===== config.mk =====
export PLATFORM = sky130hd
export DESIGN_NAME = lca_ram
export DESIGN_NICKNAME = d
export VERILOG_FILES = /design/src/hw/rtl/lca_ram.sv
export SDC_FILE = /design/constraint.sdc
export NUM_CORES = 2
export LEC_CHECK = 0
export BUFFER_PORTS_ARGS = -buffer_cell sky130_fd_sc_hd__buf_2
export CAP_MARGIN = 20
export CORE_ASPECT_RATIO = 1.5
export CORE_UTILIZATION = 55
export CTS_CLUSTER_SIZE = 40
export DETAILED_ROUTE_END_ITERATION = 8
export GPL_TIMING_DRIVEN = 0
export PLACE_DENSITY_LB_ADDON = 0.15
export SLEW_MARGIN = 20
export SYNTH_ARGS = -nofsm -noshare
export SYNTH_HDL_FRONTEND = slang
export SYNTH_SLANG_ARGS = --single-unit
export TNS_END_PERCENT = 100

===== constraint.sdc =====
create_clock -name clk -period 3.45 [get_ports clk]
set_clock_uncertainty 0.15 [all_clocks]
set_input_delay 0.69 -clock clk [delete_from_list [all_inputs] [get_ports clk]]
set_output_delay 0.69 -clock clk [all_outputs]
set_load 0.01 [all_outputs]

===== src/hw/rtl/lca_ram.sv =====
module lca_ram
  #(
    parameter int WIDTH = 16,
    parameter int DEPTH = 256
  )
  (
    input  logic                     clk,
    input  logic                     we,
    input  logic [$clog2(DEPTH)-1:0] waddr,
    input  logic [WIDTH-1:0]         wdata,
    input  logic [$clog2(DEPTH)-1:0] raddr,
    output logic [WIDTH-1:0]         rdata
  );

  logic [WIDTH-1:0] mem [DEPTH];

  always_ff @(posedge clk) begin
    if (we) begin
      mem[waddr] <= wdata;
    end
    rdata <= mem[raddr];
  end

endmodule


* Yosys cells after proc, flatten, opt, wreduce, memory -nomap -nowiden
Memories as Yosys holds them, arrays and structs flattened. A register that Yosys moved wholly into a read port is not among the register bits.
Cells that the tools add are included.
** Word-level totals
- Bits in writable memories :: 4096
- Flip-flop bits (word level) :: 0
- Memories kept :: 1
** Memory list
- mem :: depth 256, bits a word 16, read ports 1, clocked after Yosys merged registers in 1, wr ports 1, line 15 : logic [WIDTH-1:0] mem [DEPTH];
** Operators by class
- Muxes and demuxes :: 2
** Operators with widths (number)
- 1-bit two-way mux :: 2

* Logic depth before layout (Yosys ltp)
- Word-level depth :: 2
- Mapped depth :: 12
- Depth with buffers taken out :: 6

* Worst setup path before layout
No wires, ideal clock.
- Path kind :: in2reg
- Start :: input port waddr[3]
- End :: memory mem[235][0], enable pin
- Arrival :: 2467 ps
- Stages :: 6
- Required time :: 2912 ps
- Setup time :: 388 ps
- Path buffers :: 3
- Setup slack :: 445 ps
- Cell sequence :: clkbuf_1 -> nor2b_1 -> clkbuf_1 -> nand4_1 -> clkbuf_1 -> nor2_1
** RTL lines
- from (decl) :: line 9 : input logic [$clog2(DEPTH)-1:0] waddr,
- to (decl) :: line 15
Straight into the memory's write port.

==> out/results.ini <==
[run_status]
status=finished with violations
violations=setup timing

[clock_network]
htree_levels=5
cts.sinks=4112
ctsLongestPathBuffers=4
path_clk_slew_ns=0.06
insertion_delay_ns=0.96
numCtsBuffers=376
clock-root-buffer=clkbuf_16
cts_tree=built

[place]
hpwl_mm=373.0
portBuffers=39
place_ws_ns=-2.898
place_congestion=1.081
dp_cells=11440
dpl-instance-area_mm2=0.1694

[route]
ant_nets=0
routedWlPerCell_um=43.24
dr_total_vias=82690
drc_errors=0
dr.pass1.iters=6
drtIter0Drc=10850
viasPerCell=6.779
drt-total-wl_mm=527.4

[power]
p_clk_share_pct=40.2
ir_drop_mv=0.4624
switchingPower_mw=23.08
switching_share_pct=22.33
power.internal_mw=80.28
p_per_area_mw_per_mm2=561.8
combPwrFrac_pct=6.5
power.share.sequential_pct=53.3
p_total_mw=103.4
power_leakage_nw=58.26

[layout]
final_common_cell=edfxtp_1
finalInstanceArea_mm2=0.1840
drive_gt1_share_pct=30.61
final_cells=12200
area_delta_synth_final_pct=15.92
layout_common_cells=edfxtp_1 (4096), mux4_2 (797), mux2i_1 (561), clkbuf_16 (381), o221ai_1 (216)
final_nets=8147

[logic_synthesis]
ys_types=52
yosys_warnings=0
syn_area_per_cell_um2=21.56
yosysTopAreaCell=edfxtp_1
syn-cell-area_mm2=0.1587
ys_seq_area_share_pct=77.70
synth-edff-count=4096
ys_ff_latch=4112
ys.flop_type=edfxtp_1
syn-instance-count=7360
async_flop_share_pct=0
synth_area_leaders=edfxtp_1 (77%), mux4_2 (11%), mux2i_1 (3.6%), o221ai_1 (1.4%), nor2_1 (0.72%)
synth_top_area_share_pct=77.50
postSynthNetCount=7394

[critical_path]
critPathLaunchType=input port
critPathMaxFanout=10
crit_chain=clkbuf_4, inv_1, buf_2, clkbuf_4, mux2i_4, a22oi_2, nand4_1, nor4_4
path_class=in -> reg
crit_required_ns=4.08
cp_top_family=simple AND/OR/NAND/NOR gates
cpMostUsedCell=clkbuf_4
cp_slowest_stage_delay_ns=1.02
cp-end-kind=flip-flop
cp.arrival_ns=4.53
startpoint=raddr[4]
critPathBufInv=4
cp_slowest_cell=nand4_1
reg2reg_from=mem[123][8]$_DFFE_PP_

[sta]
layout_min_cycle_time_ns=3.904
rsz0062_at_grt=true
layout_setup_ws_ns=-0.4535
drv_slew=0
setup_viol_count_final=30
fmax_mhz=256.2
finalHoldViolations=0
fin_crit_sh_pct=113.1
relSlewSlack_pct=16.94
tightest_slew_ns=1.242

[global_routing]
grt_pass1_wl_mm=703.5
antenna_found_initial=32
grt_pass1_vias=82590
grt_max_degree=118
grt.total_usage_pct=36.55
grt-ovfl-total=0

[flow_run]
drv_cap=0

[floorplanning]
rows=241
io_pins=50
die-width_um=440.6
core_area_mm2=0.2871
die-area_mm2=0.2908
die_h_um=659.9
start_util_pct=55.29

[hold_path]
hold_path_class=in -> reg
hold_start=wdata[4]

[final cells by class]
class / instances / area (µm²)
inverter: 4 / 21.27
antenna: 18 / 45.04
sequential: 4112 / 123300
clock buffer: 455 / 9791
buffer: 449 / 3440
timing repair buffer: 378 / 5249
clock inverter: 223 / 2187
multi-input combinational: 2792 / 35220
tap: 3766 / 4712
fill: 19160 / 103100
[registers in the layout, summed over array words and instances (netlist names)]
name   flops
mem     4096
rdata     16
[metrics by stage]
stage | setup TNS [ns] | hold WS [ns] | utilization (%)
global placement | - | 0.9341 | 57.00
CTS | -0.09718 | 0.003185 | 63.84
floorplan | 0 | 0.6389 | -
finish | -1.856 | 0.02206 | 64.09
detailed placement | -789.80 | 0.9283 | 59.02
global route | -0.2422 | 0.009914 | 64.08
[what timing repair did]
action | in CTS | in global routing
setup buffers | 9 | 49
endpoints found under the setup margin | 16 | 29
pin swaps | 14 | 11
gates cloned | 0 | 1
hold endpoints to repair | 51 | 0
hold buffers | 2 | 0
resized for setup | 399 | 95
[metal layers]
metal | global-route usage [%] | wire (µm)
met1 | 41.44 | 169500
met2 | 60.01 | 260100
met3 | 5.819 | 39400
met4 | 32.37 | 58390
met5 | 0 | 33
[power groups by stage]
stage	sequential, mW	combinational, mW	clock (mW)
after floorplan	56.2	2.72	0
after global routing	55.1	6.72	43.6
final	55.1	6.69	41.6
after global placement	56.4	5.87	0
after CTS	55.1	6.50	41.8
after detailed placement	56.2	6.23	0
[cell usage after synthesis, types with 3 or more instances]
master / number
o221ai_1: 252
nor2b_1: 9
o32ai_1: 20
o21ai_0: 37
nand2_1: 38
buf_4: 26
mux4_2: 797
dfxtp_1: 16
inv_1: 3
o22ai_1: 148
or2_2: 4
nor4_1: 17
nand3_1: 35
a22o_1: 32
edfxtp_1: 4096
nand4_1: 26
and3_1: 11
buf_6: 77
mux2_2: 88
buf_2: 76
buf_12: 5
nor2_1: 304
mux2i_1: 565
o31ai_1: 16
a211oi_1: 18
buf_8: 11
a2111oi_0: 6
a31oi_1: 6
a221oi_1: 28
nand2b_1: 3
a21oi_1: 175
a22oi_1: 43
nor3_1: 92
buf_1: 27
clkbuf_1: 230
nand4b_1: 3
[kinds of logic after synthesis]
kind of cell / Yosys count / share of synthesized area, %
mux: 1450 / 15.50
buf+inv: 456 / 1.693
compound gates: 786 / 3.537
simple gates: 556 / 1.574
flops: 4112 / 77.70
[worst paths after layout]
kind / end / slack [ns] / cells after the start
setup / recovery: rdata[8]$_DFF_P_ / -0.45 / 8
hold / removal: mem[180][4]$_DFFE_PP_ / 0.02 / 1
setup reg to reg: rdata[8]$_DFF_P_ / -0.05 / 7
hold reg to reg: rdata[13]$_DFF_P_ / 1.06 / 6
(Power assumes the default switching activity.)
