**config.mk**
```make
export PLATFORM = sky130hd
export DESIGN_NAME = lca_mac
export DESIGN_NICKNAME = d
export VERILOG_FILES = /design/src/hw/rtl/lca_pkg.sv /design/src/hw/rtl/lca_mac.sv
export SDC_FILE = /design/constraint.sdc
export NUM_CORES = 1
export LEC_CHECK = 0
export BUFFER_PORTS_ARGS = -buffer_cell sky130_fd_sc_hd__clkbuf_2
export CAP_MARGIN = 25
export CORE_ASPECT_RATIO = 1.5
export CORE_MARGIN = 2
export CORE_UTILIZATION = 62
export CTS_BUF_LIST = sky130_fd_sc_hd__clkbuf_16
export DETAILED_ROUTE_END_ITERATION = 12
export PLACE_DENSITY = 0.9
export RECOVER_POWER = 100
export REMOVE_ABC_BUFFERS = 1
export SETUP_SLACK_MARGIN = 0.2
export SLEW_MARGIN = 20
export SYNTH_ARGS = -nofsm -noshare
export SYNTH_HDL_FRONTEND = slang
export SYNTH_SLANG_ARGS = --single-unit
```
**constraint.sdc**
```tcl
create_clock -name clk -period 7.2 [get_ports clk]
set_input_delay 0.72 -clock clk [delete_from_list [all_inputs] [get_ports clk]]
set_output_delay 0.72 -clock clk [all_outputs]
set_load 0.01 [all_outputs]
```
**src/hw/rtl/lca_pkg.sv**
```systemverilog
package lca_pkg;

  localparam int MAX_CLASSES_DEF  = 16;
  localparam int MAX_FEATURES_DEF = 256;

  localparam int CLASS_W  = 4;
  localparam int FEAT_W   = 8;
  localparam int VALUE_W  = 16;
  localparam int PROD_W   = 2 * VALUE_W;
  localparam int SUM_W    = 48;
  localparam int CNT_W    = 20;
  localparam int NCLS_W   = 5;

  localparam logic [NCLS_W-1:0] NUM_CLASSES_RESET = NCLS_W'(10);

  localparam int IN_TDATA_W  = 32;
  localparam int OUT_TDATA_W = 48;

  localparam logic ACT_LOAD   = 1'b0;
  localparam logic ACT_SAMPLE = 1'b1;

endpackage

```
**src/hw/rtl/lca_mac.sv**
```systemverilog
module lca_mac
  import lca_pkg::*;
  (
    input  logic                      clk,
    input  logic                      en,
    input  logic signed [VALUE_W-1:0] weight,
    input  logic signed [VALUE_W-1:0] feature,
    input  logic signed [SUM_W-1:0]   sum_in,
    output logic signed [SUM_W-1:0]   sum_out
  );

  logic signed [PROD_W-1:0] prod;
  logic signed [SUM_W-1:0]  acc;
  logic signed [SUM_W:0]    wide;

  always_ff @(posedge clk) begin
    if (en) begin
      prod <= weight * feature;
      acc  <= sum_in;
    end
  end

  // exact add, then clamp to the signed accumulator range
  assign wide = (SUM_W+1)'(acc) + (SUM_W+1)'(prod);

  always_comb begin
    if (wide[SUM_W] != wide[SUM_W-1]) begin
      sum_out = wide[SUM_W] ? {1'b1, {(SUM_W-1){1'b0}}} : {1'b0, {(SUM_W-1){1'b1}}};
    end else begin
      sum_out = wide[SUM_W-1:0];
    end
  end

endmodule

```
Yosys cells after proc, flatten, opt, wreduce, memory -nomap -nowiden
Cells that the tools add are included.
{"block": "word_totals", "ff_bits": 80, "latchBits": 0, "mem_bits_rw": 0, "mem_bits_ro": 0, "inputBits": 82, "output_inout_bits": 48, "elab_cells": 7, "memories": 0}
{"block": "op_classes", "n_addsub": 1, "n_mul": 1, "div": 0, "order_cmp": 0, "n_eq_ne": 1, "n_shift": 0, "muxes": 2, "bitwise_logic": 0, "reduce_logical": 0}
{"operator": "48-bit 2-to-1 mux", "count": 2}
{"operator": "48-bit by 32-bit adder with 49-bit output", "count": 1}
{"operator": "16-bit by 16-bit multiplier with 32-bit output", "count": 1}
{"operator": "1-bit != test", "count": 1}

Logic depth before layout (Yosys ltp)
Gate-level depths: netlist (run 1).
{"block": "logic_depth", "ltp_word": 3, "depth_mapped": 23}

Least setup slack after synthesis (run 1)
Ideal clock, no wire load.
{"block": "synth_path", "path_type": "input -> register", "startpoint": "input port weight[15]", "endpoint": "register prod[31] (data pin)", "setup_time_ns": 0.260, "arrival_ns": 6.128, "t_required_ns": 6.940, "setup_slack_ns": 0.813, "cell_stages": 22, "n_path_buf": 1, "path_cell_list": "clkbuf_1 > nand2_1 > inv_1 > fa_1 > fa_1 > inv_1 > fa_1 > fa_1 > inv_1 > fa_1 > inv_1 > fa_1 > inv_1 > ha_1 > nand2_1 > nand2b_1 > a21oi_1 > a21boi_0 > a311oi_1 > o221ai_1 > a21oi_1 > xnor2_1"}
{"block": "synth_between", "elab_chain_cells": 1}
{"element": "start, declared", "line": "lca_mac.sv:6", "text": "input logic signed [VALUE_W-1:0] weight,"}
{"element": "16-bit by 16-bit multiplier with 32-bit output", "line": "lca_mac.sv:18", "text": "prod <= weight * feature;"}
{"element": "end signal, assigned", "line": "lca_mac.sv:18"}
{"element": "end, declared", "line": "lca_mac.sv:12", "text": "logic signed [PROD_W-1:0] prod;"}
No other way between the ends.
A chain may end at the register's enable or synchronous reset.

Final worst setup path (run 1)
{"block": "layout_path", "startpoint": "input port feature[4]", "endpoint": "register prod[30] (data pin)"}
{"block": "layout_between", "elab_chain_cells": 1}
{"element": "start, declared", "line": "lca_mac.sv:7", "text": "input logic signed [VALUE_W-1:0] feature,"}
{"element": "16-bit by 16-bit multiplier with 32-bit output", "line": "lca_mac.sv:18"}
No other way between the ends.

==> metrics.txt, run 1 <==
CP Data Required Time 7290 ps; synth unique cells 62; outcome complete, but fails checks; Post-DRT Antenna Nets 0; final wirelength 38200 um; overall routing resource usage 30.6%; Least-Margin Pin Slew 4130 ps; Max H-tree Level 3; Clock Sinks 80; Via density 5.89; Post-synth EDFFs 80; violated checks capacitance limit, slew limit; yosys warns 0; core area 24300 um2; gr busiest metal met2; root buf cell clkbuf_16; global-route wire length before repair 62900 um; CTS tree built; largest net degree at the start of global routing 81; min Tclk post-route 6730 ps; initial antenna violation count 0; initial DRC count 922; diodes inserted 0; Via Count 12000; M2 GR Usage 54.5%; Cell Rows 70; dpl hpwl 30900 um; Async S/R FF share, synth 0%; WL per Instance 18.7 um; vias in the first global route 13000; Final Hold Vio Count 0; nets 2186; clock-pin slew on the worst setup and hold paths 60 ps; final core occ 67.6%; CP Launch Type input pin; Max Slew Vio Count 102; first-pass detailed-route iteration total 6; Main synth FF type edfxtp_1; clock buffer count from CTS 9; RSZ-0062 raised after global routing no; CTS Hold Bufs 0; GRT overflow 0; mapped cell area 15300 um2; grt met3 use 4.27%; most frequent cells in the layout inv_1, fa_1, nand2_1; die width 132 um; # setup viols final 0; TNS Setup 0 ps; area grow syn2layout 7.33%; Final period util 93.5%; Hold WC Path Type input pin to flop; worst setup path class input pin to flop; die area 26000 um2; GP Congestion 0.947; IO Count 130; port bufs 129; headroom to the max-slew limit -175%; crit path DAT 6820 ps; # DRC 0; crit end category flop; Max Buffers Root-to-Sink 2; proportion of layout cells with a drive suffix above 1 8.51%; initial core utilization 63.0%; M1 GR Usage 33.2%; synthesized flop and latch total 80; most common cell after layout, fill and taps aside inv_1; Mapped Cells 1619; part of the Yosys area used for sequential elements 15.7%; Die Span Y 197 um; syn_area_per_cell 9.47 um2; max cap viols 2; f_max 149 MHz; crit-path max FO 16
==> layer usage <==
metal / part of all wire [%] / vias up
met1: 34 / 5862
met2: 51 / 606
met3: 6.5 / 196
met5: 0 / -
met4: 8.5 / 0
li1: - / 5359
==> timing repair <==
item / in CTS / in global routing
setup buffers: 0 / 0
endpoints found under the setup margin: 0 / 1
gates resized for setup: 0 / 1
==> cell type report <==
type	count	area, um2
Sequential cell	80	2400
Inverter	305	1140
Fill cell	1870	7890
Tap cell	324	405
Clock buffer	9	225
Clock inverter	7	78.8
Timing Repair Buffer	137	657
Multi-Input combinational cell	1178	11500
==> cells by family after synthesis <==
kind of cell | share of synthesized area, %
and+or+nand+nor | 13.5
adders and majority gates | 45.0
buffers and inverters | 9.09
AOI/OAI and AO/OA | 12.6
DFF | 15.7
xor gates and xnor gates | 4.06
muxes | 0.204
==> worst paths after layout <==
| kind | start | end | slack [ps] | cells after the start |
|---|---|---|---|---|
| hold / removal | sum_in[38] | acc[38]$_DFFE_PP_ | 550 | 1 |
| setup / recovery | feature[4] | prod[30]$_DFFE_PP_ | 470 | 20 |
==> cell usage after synthesis, types with 3 or more instances <==
cell type	number	area share (%)
inv_1	305	7.5
nand2_1	165	4.0
xnor2_1	42	2.4
nand2b_1	14	0.57
xor2_1	29	1.7
or3_1	3	0.12
o2111ai_1	3	0.17
a211oi_1	10	0.49
a21oi_2	18	1.0
nand4_1	6	0.24
buf_6	3	0.22
a22oi_1	5	0.24
buf_2	13	0.42
edfxtp_1	80	16
a21boi_0	3	0.15
o21ai_1	22	0.72
clkbuf_1	39	0.95
o21bai_1	11	0.54
nand3_1	13	0.42
ha_1	130	11
a21oi_1	84	2.7
and3_1	11	0.45
o21a_1	15	0.73
a311oi_1	3	0.17
nor2_1	56	1.4
and2_1	132	5.4
fa_1	263	34
a31oi_1	5	0.20
o21ai_0	38	1.2
nor3_1	10	0.33
o211ai_1	10	0.49
a21o_1	33	1.6
a211o_1	3	0.17
nor2b_1	6	0.24
==> critical path: stages <==
cell and delay, ps:
clkbuf_1 480, and2_0 260, fa_1 400, inv_1 70
fa_1 440, fa_1 520, fa_1 550, inv_1 50
fa_1 490, fa_1 470, ha_1 380, a21o_1 210
a21o_1 190, a21o_1 220, a32oi_1 340, a21o_1 190
a31oi_1 110, a211oi_1 410, a22oi_1 150, xor2_1 170
==> metrics by stage <==
stage	area (um2)	std cells	setup slack (ps)	hold slack, ps
2_1_floorplan	15100	1563	1050	819
3_3_place_gp	16200	2024	455	897
3_5_place_dp	16200	2024	176	899
4_1_cts	16500	2040	529	545
5_1_grt	16500	2040	187	543
6_report	16500	2040	466	548
==> registers in the layout, indices dropped and copies added, names as in the netlist <==
signal  flops
prod       32
acc        48
Power of run 1 is not shown: default switching activity piles up to over one toggle a cycle in this logic, so the estimate is an artifact.
==> run 2, diff against run 1 <==
--- a/config.mk
+++ b/config.mk
@@ -16,3 +16,2 @@
 export RECOVER_POWER = 100
-export REMOVE_ABC_BUFFERS = 1
 export SETUP_SLACK_MARGIN = 0.2
==> constraint.sdc (replaced) <==
create_clock -name clk -period 7.2 [get_ports clk]
set_input_delay 1.08 -clock clk [delete_from_list [all_inputs] [get_ports clk]]
set_output_delay 1.08 -clock clk [all_outputs]
set_load 0.01 [all_outputs]
==> metrics.txt, run 2 (synthesis results as in run 1) <==
Final period util 94.5% (+0.94 points); Largest Register acc; Syn Nets 2094; violated checks capacitance limit, slew limit; Via density 5.85 (-0.76%); min Tclk post-route 6800 ps (+67.4 ps); Clock Sinks 80 (unchanged); CP Data Required Time 7300 ps (about the same); Least-Margin Pin Slew 4120 ps (-9.46 ps); Hold WC Path Type input pin to flop; die area 26000 um2 (unchanged); first-pass detailed-route iteration total 5 (-1); Max H-tree Level 3 (unchanged); Final Hold Slack 898 ps (+349 ps); Via Count 12000 (-0.42%); # setup viols final 0 (unchanged); die width 132 um (unchanged); initial antenna violation count 0 (unchanged); Setup WS pre-CTS 82.9 ps (-93.4 ps); area of the multi-input gates 11500 um2 (about the same); port bufs 129 (unchanged); CP Launch Type input pin; root buf cell clkbuf_16; GRT overflow 0 (unchanged); global-route wire length before repair 62800 um (-0.25%); GP Congestion 0.980 (+3.4%); most frequent cells in the layout inv_1, fa_1, nand2_1; clock-pin slew on the worst setup and hold paths 70 ps (about the same); final worst setup slack 399 ps (-67.4 ps); overall routing resource usage 30.7% (+0.11 points); f_max 147 MHz (-0.99%); area grow syn2layout 7.57%; fillers 1861 (-0.48%); final wirelength 38500 um (+0.79%); Max Slew Vio Count 101 (-0.98%); hold path cells 1 (unchanged); dpl hpwl 31800 um (+2.8%); diodes inserted 0 (unchanged); max cap viols 2 (unchanged); core area 24300 um2 (unchanged); crit path DAT 6900 ps (+80 ps); # DRC 0 (unchanged); headroom to the max-slew limit -175% (+0.63 points); largest net degree at the start of global routing 81 (unchanged); vias in the first global route 12800 (-2.0%); IO Count 130 (unchanged); Die Span Y 197 um (unchanged); number of flip-flops in the largest register 48 (unchanged); most common cell after layout, fill and taps aside inv_1; largest registers acc x48, prod x32; clock buffer count from CTS 9 (unchanged); initial core utilization 63.0% (unchanged); proportion of layout cells with a drive suffix above 1 8.71% (+0.20 points); Cell Rows 70 (unchanged); initial DRC count 762 (-17%); crit-path max FO 16 (unchanged); outcome complete, but fails checks; crit end category flop; CTS tree built; Final Hold Vio Count 0 (unchanged); hold endpoint acc[41]$_DFFE_PP_; Post-DRT Antenna Nets 0 (unchanged); TNS Setup 0 ps (unchanged); RSZ-0062 raised after global routing yes; Max Buffers Root-to-Sink 2 (unchanged); nets 2193 (+0.32%); hold wc startpoint sum_in[41]; WL per Instance 18.8 um (+0.45%); Seq. cell area 2400 um2 (unchanged); worst setup path class input pin to flop
-- run 2: worst max-delay path: stages --
cell and delay, ps:
clkbuf_2 260, and2_1 280, fa_1 510, inv_1 50
fa_1 460, fa_1 540, inv_1 60, fa_1 510
fa_1 510, inv_1 50, fa_1 470, inv_1 40
ha_1 360, a21oi_1 150, o21ai_0 160, a22oi_1 180
o211ai_1 130, a31o_2 300, a311oi_1 340, clkbuf_1 190
o21ai_0 120, xnor2_1 140
-- run 2: how the worst max path moves through the flow --
stage / start / end / slack, ps
floorplan: weight[15] / prod[31]$_DFFE_PP_ / 450
global placement: feature[8] / prod[31]$_DFFE_PP_ / 270
detailed placement: weight[9] / prod[31]$_DFFE_PP_ / 80
CTS: feature[1] / prod[31]$_DFFE_PP_ / 450
global route: prod[31]$_DFFE_PP_ / sum_out[38] / 130
finish: weight[9] / prod[29]$_DFFE_PP_ / 400
-- run 2: routing by layer --
layer	share of wire (%)	up-vias	GRT usage, %
li1	-	5383	-
met2	53	573	57.0
met5	0	-	0
met1	34	5839	33.2
met3	6.2	177	4.01
met4	6.9	0	18.6
-- run 2: what timing repair did --
item	4_1_cts	5_1_grt
buffers inserted	0	0
setup endpoints to repair	0	3
gates resized for setup	0	3
hold buffers	0	0
-- run 2: per-stage QoR --
| step | utilization (%) | area [um2] | std cells |
|---|---|---|---|
| 2_1_floorplan | - | 15300 | 1619 |
| 3_3_place_gp | 66.8 | 16300 | 2031 |
| 3_5_place_dp | 66.8 | 16300 | 2031 |
| 4_1_cts | 68.0 | 16600 | 2047 |
| 5_1_grt | 67.7 | 16500 | 2047 |
| 6_report | 67.7 | 16500 | 2047 |
-- run 2: layout make-up --
class	instances	share of cell area, %
Timing Repair Buffer	144	4.25
Inverter	305	6.94
Clock buffer	9	1.37
Sequential cell	80	14.6
Tap cell	324	2.46
Clock inverter	7	0.440
Multi-Input combinational cell	1178	70.0
Power of run 2 is left out for the same reason.
==> run 3, diff against run 2 <==
Settings changed: ABC_AREA from default to 1, CORE_MARGIN 2 to default.
==> metrics.txt, run 3 <==
Max Slew Vio Count 108 (+6.9%); port bufs 129 (unchanged); TNS Setup 0 ps (unchanged); dpl cells 2654 (+31%); Clock Sinks 80 (unchanged); Non-Filler Instances 2671 (+30%); headroom to the max-slew limit -96.8% (+78 points); RSZ-0062 raised after global routing no; # DRC 0 (unchanged); WL per Instance 18.4 um (-2.1%); area grow syn2layout 6.26%; Largest Register acc; initial DRC count 963 (+26%); Post-DRT Antenna Nets 0 (unchanged); Hold WC Path Type input pin to flop; vias in the first global route 15700 (+23%); hold path cells 1 (unchanged); clock-pin slew on the worst setup and hold paths 70 ps (about the same); IO Count 130 (unchanged); number of flip-flops in the largest register 48 (unchanged); Final period util 91.4% (-3.1 points); initial antenna violation count 0 (unchanged); f_max 152 MHz (+3.4%); CTS tree built; worst setup path class input pin to flop; Post-synth EDFFs 80 (unchanged); Main synth FF type edfxtp_1; area leader, netlist fa_1; Max H-tree Level 3 (unchanged); die area 27800 um2 (+7.0%); overall routing resource usage 37.4% (+6.7 points); proportion of layout cells with a drive suffix above 1 5.74% (-3.0 points); crit end category flop; global-route wire length before repair 77900 um (+24%); largest registers acc x48, prod x32; synthesized flop and latch total 80 (unchanged); Post-CTS Setup Inserts 0 (unchanged); Mapped Cells 2245 (+39%); most common cell after layout, fill and taps aside nand2_1; Resized cells post-CTS 0 (unchanged); crit-path max FO 9 (-7); first-pass detailed-route iteration total 6 (+1); CTS Hold Bufs 0 (unchanged); max cap viols 2 (unchanged); outcome complete, but fails checks; final core occ 67.3% (-0.40 points); nets 2804 (+28%); Via density 5.54 (-5.3%); synth unique cells 36 (-42%); Async S/R FF share, synth 0% (unchanged); Die Span Y 204 um (+3.7%); cell area after layout 17900 um2 (+8.5%); CP Data Required Time 7320 ps (+20 ps); min Tclk post-route 6580 ps (-222 ps); syn_area_per_cell 7.50 um2 (-21%); initial core utilization 63.4% (+0.40 points); Cell Rows 73 (+4.3%); crit path DAT 6700 ps (-200 ps); Syn Nets 2720 (+30%); largest net degree at the start of global routing 60 (-26%); mapped cell area 16800 um2 (+9.9%); Post-synth top cells nand2_1, inv_1, fa_1; yosys warns 0 (unchanged); # setup viols final 0 (unchanged); most frequent cells in the layout nand2_1, inv_1, fa_1; top cell type's share of synthesized area 31.3% (-3.1 points); root buf cell clkbuf_16; die width 137 um (+3.2%); placed cell area 17700 um2 (+8.8%); violated checks capacitance limit, slew limit; part of the Yosys area used for sequential elements 14.3% (-1.4 points); Synth area leaders fa_1, edfxtp_1, nand2_1; GP Congestion 1.02 (+3.8%); dpl hpwl 41800 um (+31%); Max Buffers Root-to-Sink 2 (unchanged); CP Launch Type input pin; final wirelength 49200 um (+28%); core area 26600 um2 (+9.2%); diodes inserted 0 (unchanged); Via Count 14800 (+24%); Final Hold Vio Count 0 (unchanged); Least-Margin Pin Slew 2950 ps (-1170 ps); GRT overflow 0 (unchanged); clock buffer count from CTS 9 (unchanged); top-count cell post-synth nand2_1
run 3: cell count changes in the layout (fill, tap and decap cells not counted), sizes merged, moves of 13 or more:
cell,previous run,this run
a21o,33,2
and2,132,2
inv,307,571
nand2,165,648
nand2b,14,0
nand3,13,58
nand4,6,30
nor2,56,146
o21a,15,2
o21ai,60,35
run 3: final cells by class:
class                      instances  area [um2]
clock buffer                       9         225
clock inverter                     7        56.3
fill                            2289        8680
inverter                         568        2130
multi-input combinational       1528       12000
sequential                        80        2400
tap                              337         422
timing repair buffer             142         664
run 3: layer usage:
layer | up-vias | part of all wire [%] | global-route usage (%)
met3 | 231 | 6.6 | 4.79
met4 | 0 | 7.4 | 25.4
met2 | 755 | 52 | 68.3
met5 | - | 0 | 0
met1 | 6984 | 34 | 39.4
li1 | 6824 | - | -
run 3: per-stage QoR:
step | setup slack [ps] | hold WS [ps]
floorplan | 821 | 1180
global placement | 500 | 1260
detailed placement | 383 | 1260
CTS | 755 | 872
finish | 621 | 881
global route | 464 | 869
run 3: path summary, 6_finish.rpt:
path | start | endpoint | slack, ps
setup / recovery | weight[5] | prod[29]$_DFFE_PP_ | 620
hold / removal | sum_in[43] | acc[43]$_DFFE_PP_ | 880
run 3: kinds of logic (layout without fill, tap and decap cells):
group	Yosys count	after routing	synth area share [%]
compound gates	158	158	5.19
xor+xnor	68	68	3.54
simple gates	909	909	21.6
fa+ha+maj	393	393	40.9
flops	80	80	14.3
buf+inv	637	726	14.5
run 3: critical path, cell delays in order:
cell and delay [ps]:
clkbuf_1 510, buf_4 300, nand2_1 70, inv_1 80, fa_1 400, inv_1 80
fa_1 430, fa_1 520, fa_1 540, inv_1 50, fa_1 490, fa_1 410
ha_1 370, nand2_1 120, nor2_1 330, inv_1 80, o21ai_0 200, clkbuf_1 260
nand3_1 130, nand3_1 160, xor2_1 80
Power of run 3 is left out for the same reason.
